[config.mk]
export PLATFORM = sky130hd
export DESIGN_NAME = nps_cell
export DESIGN_NICKNAME = d
export VERILOG_FILES = /design/src/design/nps_pkg.sv /design/src/design/nps_cell.sv
export SDC_FILE = /design/constraint.sdc
export NUM_CORES = 1
export LEC_CHECK = 0
export BUFFER_PORTS_ARGS = -buffer_cell sky130_fd_sc_hd__buf_2
export CORE_ASPECT_RATIO = 2
export CORE_UTILIZATION = 61
export DETAILED_ROUTE_END_ITERATION = 10
export PLACE_DENSITY = 0.84
export SLEW_MARGIN = 0
export SYNTH_ARGS = -nofsm -noshare
export SYNTH_HDL_FRONTEND = slang
export SYNTH_SLANG_ARGS = --single-unit
export TNS_END_PERCENT = 20
[constraint.sdc]
create_clock -name clock -period 27.4 [get_ports clock]
set_input_delay 1.37 -clock clock [delete_from_list [all_inputs] [get_ports clock]]
set_output_delay 1.37 -clock clock [all_outputs]
set_load 0.005 [all_outputs]
[src/design/nps_pkg.sv]
package nps_pkg;

   // Default build of the table and the coordinate width
   localparam int MAX_POINTS_DEF = 16;
   localparam int COORD_BITS_DEF = 8;

   // Fixed field widths of the item formats
   localparam int INDEX_FIELD_BITS = 4;
   localparam int COORD_FIELD_BITS = 8;
   localparam int DIST_FIELD_BITS  = 17;
   localparam int CNT_BITS         = 5;

   // Packed bus widths, rounded up to whole bytes
   localparam int REQ_DATA_BITS = 24;
   localparam int RSP_DATA_BITS = 24;

   // Field positions in req_tdata
   localparam int REQ_IDX_LSB = 0;
   localparam int REQ_X_LSB   = REQ_IDX_LSB + INDEX_FIELD_BITS;
   localparam int REQ_Y_LSB   = REQ_X_LSB + COORD_FIELD_BITS;

   // Item kinds carried in req_tuser
   localparam logic ACT_LOAD  = 1'b0;
   localparam logic ACT_QUERY = 1'b1;

   // Reset value of the entry count
   localparam logic [CNT_BITS-1:0] COUNT_RESET = CNT_BITS'(1);

   // Per-cycle control shared by every cell of the chain
   typedef struct packed {
      logic advance;  // chain moves one cell this cycle
      logic load;     // a load item is being accepted
   } nps_ctrl_type;

endpackage

[src/design/nps_cell.sv]
module nps_cell #(
   parameter int INDEX      = 0,
   parameter int COORD_BITS = nps_pkg::COORD_BITS_DEF,
   parameter int IDX_BITS   = 4
) (
   input  logic                                clock,
   input  logic                                reset,
   input  nps_pkg::nps_ctrl_type               ctrl,
   input  logic [nps_pkg::CNT_BITS-1:0]        count,
   input  logic [nps_pkg::INDEX_FIELD_BITS-1:0] load_index,
   input  logic [COORD_BITS-1:0]               load_x,
   input  logic [COORD_BITS-1:0]               load_y,
   // query token from the left neighbor
   input  logic                                in_valid,
   input  logic [COORD_BITS-1:0]               in_qx,
   input  logic [COORD_BITS-1:0]               in_qy,
   input  logic [IDX_BITS-1:0]                 in_best_idx,
   input  logic [2*COORD_BITS:0]               in_best_dist,
   // query token to the right neighbor
   output logic                                out_valid,
   output logic [COORD_BITS-1:0]               out_qx,
   output logic [COORD_BITS-1:0]               out_qy,
   output logic [IDX_BITS-1:0]                 out_best_idx,
   output logic [2*COORD_BITS:0]               out_best_dist
);
   import nps_pkg::*;

   localparam logic [31:0] MY_INDEX = 32'(INDEX);
   localparam int          DIST_BITS = 2*COORD_BITS + 1;
   localparam int          SQ_BITS   = 2*COORD_BITS;

   logic [COORD_BITS-1:0]   px_ff, py_ff;
   logic                    valid_ff;
   logic [COORD_BITS-1:0]   qx_ff, qy_ff;
   logic [IDX_BITS-1:0]     idx_ff;
   logic [DIST_BITS-1:0]    dist_ff;

   logic                    load_hit;
   logic                    active;
   logic [COORD_BITS-1:0]   dx, dy;
   logic [2*COORD_BITS-1:0] sqx, sqy;
   logic [DIST_BITS-1:0]    cand_dist;
   logic                    better;
   logic [IDX_BITS-1:0]     idx_in;
   logic [DIST_BITS-1:0]    dist_in;

   // this cell holds table entry INDEX
   assign load_hit = ctrl.load && (32'(load_index) == MY_INDEX);

   always_ff @(posedge clock) begin
      if (load_hit) begin
         px_ff <= load_x;
         py_ff <= load_y;
      end
   end

   // entry zero is always searched; others only below the count
   assign active = (MY_INDEX == 32'd0) || (32'(count) > MY_INDEX);

   // squared distance of this entry to the passing query point
   always_comb begin
      dx        = (px_ff > in_qx) ? (px_ff - in_qx) : (in_qx - px_ff);
      dy        = (py_ff > in_qy) ? (py_ff - in_qy) : (in_qy - py_ff);
      sqx       = SQ_BITS'(dx) * SQ_BITS'(dx);
      sqy       = SQ_BITS'(dy) * SQ_BITS'(dy);
      cand_dist = {1'b0, sqx} + {1'b0, sqy};
      // strictly closer only, so the lower index keeps a tie
      better  = active && (cand_dist < in_best_dist);
      idx_in  = better ? IDX_BITS'(INDEX) : in_best_idx;
      dist_in = better ? cand_dist : in_best_dist;
   end

   // token valid
   always_ff @(posedge clock) begin
      if (reset) begin
         valid_ff <= 1'b0;
      end else if (ctrl.advance) begin
         valid_ff <= in_valid;
      end
   end

   // token payload
   always_ff @(posedge clock) begin
      if (ctrl.advance) begin
         qx_ff   <= in_qx;
         qy_ff   <= in_qy;
         idx_ff  <= idx_in;
         dist_ff <= dist_in;
      end
   end

   assign out_valid     = valid_ff;
   assign out_qx        = qx_ff;
   assign out_qy        = qy_ff;
   assign out_best_idx  = idx_ff;
   assign out_best_dist = dist_ff;

endmodule

### Yosys cells after proc, flatten, opt, wreduce, memory -nomap -nowiden

Index checks and enable logic that the tools add are counted.

| operators by class | value |
|---|---|
| $add $sub $neg | 5 |
| multipliers | 2 |
| divide/modulo/power cells | 0 |
| magnitude comparators | 3 |
| equality and inequality tests | 0 |
| shifts and indexed selects | 0 |
| multiplexer cells | 3 |
| bitwise gates (word level) | 0 |
| reductions and logical operators | 2 |

Operators with widths:

| cell | number |
|---|---|
| multiplier 8 x 8 -> 16 bit | 2 |
| subtractor 8 bit | 4 |
| adder 16 x 16 -> 17 bit | 1 |
| < comparator 17 bit | 1 |
| two-way mux 17 bit | 1 |
| > comparator 8 bit | 2 |
| two-way mux 8 bit | 2 |
| logical NOT 4 bit | 1 |
| logical AND 1 bit | 1 |

| storage, ports and cells | value |
|---|---|
| flip-flop bits (word level) | 54 |
| bits in latches | 0 |
| bits in writable memories | 0 |
| bits in read-only memories | 0 |
| word-level logic and storage cells | 22 |
| memories kept | 0 |

### Depth between registers and ports, before layout

| logic depth | value |
|---|---|
| word-level depth | 6 |
| mapped depth | 36 |
| depth with buffers taken out | 35 |

### Least setup slack after synthesis

Ideal clock, no wire load.

| timing path | value |
|---|---|
| path type | input-to-reg |
| start | input in_qy[0] |
| end | register dist_ff[0] (netlist: out_best_dist[0]), data pin |
| library setup time | 0.260 ns |
| data arrival time | 9.394 ns |
| data required time | 27.140 ns |
| slack | 17.746 ns |
| cell stages on the path | 32 |
| path buffers | 1 |
| cell sequence | ha_1 > inv_1 > fa_1 > a211oi_1 > o21ai_1 > o211ai_2 > mux2i_1 > xor2_1 > inv_1 > nand2b_1 > fa_1 > inv_1 > fa_1 > fa_1 > fa_1 > fa_1 > inv_1 > fa_1 > inv_1 > ha_1 > a21oi_1 > o21ai_0 > a211oi_1 > o21ai_0 > xor2_1 > ha_1 > a21o_1 > a21o_1 > a21oi_1 > o21ai_0 > clkbuf_1 > mux2_2 |

| between the ends | value |
|---|---|
| longest elaborated chain between the ends | 6 |
| elaborated cells between the ends (all ways) | 8 |
| those cells by class | 3 x add/sub; 1 x mul; 2 x order compare; 2 x mux |

RTL lines:

| what | line | source |
|---|---|---|
| start, declared | nps_cell.sv:16 | `input logic [COORD_BITS-1:0] in_qy,` |
| subtractor 8 bit or > comparator 8 bit (tied branches) | nps_cell.sv:63 | `dy = (py_ff > in_qy) ? (py_ff - in_qy) : (in_qy - py_ff);` |
| two-way mux 8 bit * | nps_cell.sv:63 |  |
| multiplier 8 x 8 -> 16 bit * | nps_cell.sv:65 | `sqy = SQ_BITS'(dy) * SQ_BITS'(dy);` |
| adder 16 x 16 -> 17 bit * | nps_cell.sv:66 | `cand_dist = {1'b0, sqx} + {1'b0, sqy};` |
| < comparator 17 bit | nps_cell.sv:68 | `better = active && (cand_dist < in_best_dist);` |
| two-way mux 17 bit * | nps_cell.sv:70 | `dist_in = better ? cand_dist : in_best_dist;` |
| via dist_in[0] | nps_cell.sv:45 | `logic [DIST_BITS-1:0] dist_in;` |
| end signal, assigned | nps_cell.sv:88 | `dist_ff <= dist_in;` |
| end, declared | nps_cell.sv:36 | `logic [DIST_BITS-1:0] dist_ff;` |

The timed path passes the listed nets; every way through them passes the cells marked *.
A chain may end at the register's enable or synchronous reset.

### Worst setup path in the final report

| timing path | value |
|---|---|
| start | input in_qy[0] |
| end | register dist_ff[11] (netlist: out_best_dist[11]), data pin |

The elaborated chain is that of the path after synthesis.

==> results.md <==
- Worst Path Class, Setup: in -> reg
- Yosys top cell area share: 0.225
- Slew margin rel.: 0.177
- Critical Path Source Type: input port
- Synthesized cell area: 7120 µm²
- Full die area: 12100 µm²
- CP top delay family: adder cells
- Worst slew pin tran: 1.23 ns
- Crit path DAT: around 11 ns
- Distinct cell type count after synthesis: just under 50
- F_max: 92.6 MHz
- DRC viols: 0
- Total GRT Usage: 0.266
- Post-route cell area: 7870 µm²
- Routed Wire Length: 15200 µm
- Slowest stage delay, CP: ~0.74 ns
- Reg clk slew, reported paths: 0.07 ns
- Buf+Inv Stages, Crit Path: 7
- Fin nets: 1060
- CP max-delay cell: xor2_1
- Hold-fix buffers, CTS: 0
- Cell Rows: 55
- Post-CTS Setup Bufs: 0
- Sequential share of the synthesized area: 0.226
- RSZ-0062 raised after global routing: no
- Total number of vias: 5291
- First-pass GRT wire length: around 25000 µm
- Setup WS post-layout: about 17 ns
- Commonest non-fill, non-tap cell in the layout: inv_1
- Simple-Gate Fraction of Synth Area: 0.0941
- Resized Gates After CTS: 0
- Synth Net Count: 967
- Sink Count: 54
- Main combinational cell family by area after synthesis: adder cells
- Clk_lat worst skew: 0.31 ns
- Post-synthesis compound-gate area fraction: 0.0851
- CORE AREA: 11400 µm²
- Top cell type by total area after synthesis: fa_1
- EDFF count, synth: 53
- Synthesized area per cell: approximately 10 µm²
- Max Slew Vio Count: 0
- DR WL/cell: about 16 µm
- Adder-cell area share of the yosys netlist: 0.401
- Crit-path max FO: 18
- Final ANT Viol Nets: 0
- Post-synthesis register bit count: 54
- Top_reg_cell synth: edfxtp_1
- Drt initial violations: 158
- Number of CTS-inserted buffers: 5
- Final hold viol count: 0
- Final setup skew: 0.00684 ns
- Largest net degree at the start of global routing: 39
- Hold Crit Class: reg -> reg
- Worst-case clock buffer depth: 2
- # fillers: 899
- Fraction of layout cells with a size suffix above 1: 0.174
- Initial Util: 0.627
- Synth Area in XOR/XNOR: 0.0433
- H-tree levels: 2
- Die width: ~78 µm
- Period Utilization, post-route: 0.394
- Placed instance area: 7720 µm²
- Ys async rst share: 0
- Port Buffers: 99
- Worst path most repeated cell: fa_1
- DRT Pass-1 Iters: 4
- Number of global-route vias before repair: between 5000 and 6000
- Cells after Synth: 720
- Top cells by area, synth: fa_1 23%, edfxtp_1 22%, ha_1 18%, inv_1 9.1%, nor2_1 3.2%
- Die Ht: 155 µm
- Ports: roughly 110
- Critical path required time: ~27 ns
- Antenna violations before repair: 0
- Pre-CTS setup slack: around 16 ns
- Vias per inst: 5.53
- Setup TNS: 0 ns
- Area grow syn2layout: 10.6%
- Most frequent cells in the layout: 173 x inv_1, 100 x ha_1, 99 x buf_2, 80 x fa_1, 61 x nor2_1
- YS warnings: 0
- Grt total ovfl: 0
- Setup crit end kind: flip-flop
- Multiplexer share of the synthesized area: 0.0475
- Detailed placement HPWL: roughly 13000 µm
- Final min period: ~11 ns
- Final core utilization: 0.693
- Routability Congestion: 0.934
- Max cap viols: 0
- CTS tree: yes
- Setup Viol. Count Final: 0
- Root Buffer: clkbuf_16
- Run status: completed
- Antenna cell count: 0
worst paths after layout:
path         slack [ns]                           to              startpoint  cells after the start
min                0.50       out_valid$_SDFFE_PP0P_  out_valid$_SDFFE_PP0P_                      2
min reg2reg        0.50       out_valid$_SDFFE_PP0P_  out_valid$_SDFFE_PP0P_                      2
max               16.60  out_best_dist[11]$_DFFE_PP_                in_qy[0]                     33
max reg2reg       17.31  out_best_dist[11]$_DFFE_PP_      py_ff[0]$_DFFE_PP_                     33
Yosys cell counts (10+ instances only):
library cell,number
xnor2_1,14
a21o_1,16
inv_1,173
nor2_1,61
edfxtp_1,53
fa_1,80
ha_1,100
mux2i_1,11
xor2_1,10
nand3_1,10
mux2_2,17
a21oi_1,33
nand2_1,31
layout make-up:
| cell class | instances | area [µm²] | share of cell area |
|---|---|---|---|
| Clock buffer | 5 | 125 | 0.0159 |
| Multi-Input combinational cell | 478 | 4770 | 0.606 |
| Sequential cell | 54 | 1610 | 0.205 |
| Timing Repair Buffer | 100 | 503 | 0.0639 |
| Inverter | 174 | 653 | 0.0830 |
| Tap cell | 142 | 178 | 0.0226 |
| Clock inverter | 3 | 28.8 | 0.00366 |
worst reg2reg max path, delay by kind of cell (launching register included):
kind                       cells  cell delay (ns)
AOI/OAI and AO/OA             11             2.53
xor gates and xnor gates       2             0.96
adders and majority gates     10             4.22
buffers and inverters          7             0.94
DFF                            1             0.40
muxes                          2             0.58
and+or+nand+nor                1             0.19
per-layer routing:
| metal | track usage | part of all wire |
|---|---|---|
| met1 | 0.229 | 0.33 |
| met3 | 0.0277 | 0.029 |
| met2 | 0.560 | 0.61 |
| met5 | 0 | 0 |
| met4 | 0.138 | 0.040 |
flip-flops by register name, indices dropped and copies added, names as in the netlist:
name / cells
out_qx: 8
px_ff: 8
out_valid: 1
out_qy: 8
out_best_dist: 17
py_ff: 8
out_best_idx: 4
kinds of logic (layout without fill, tap and decap cells):
logic type,count (synthesis),count (layout)
muxes,30,30
AOI/OAI and AO/OA,93,93
and+or+nand+nor,145,145
DFF,54,54
adders and majority gates,180,180
buffers and inverters,188,282
xor gates and xnor gates,30,30
per-stage QoR:
stage | cells | hold WS, ns
5_1_grt | 956 | 0.575
3_3_place_gp | 948 | 0.467
3_5_place_dp | 948 | 0.486
4_1_cts | 956 | 0.503
2_1_floorplan | 720 | 0.485
6_report | 956 | 0.497
Power is left out: the tool's default activity adds up to more than one toggle a clock period on the data nets, which glitch-free logic cannot reach.
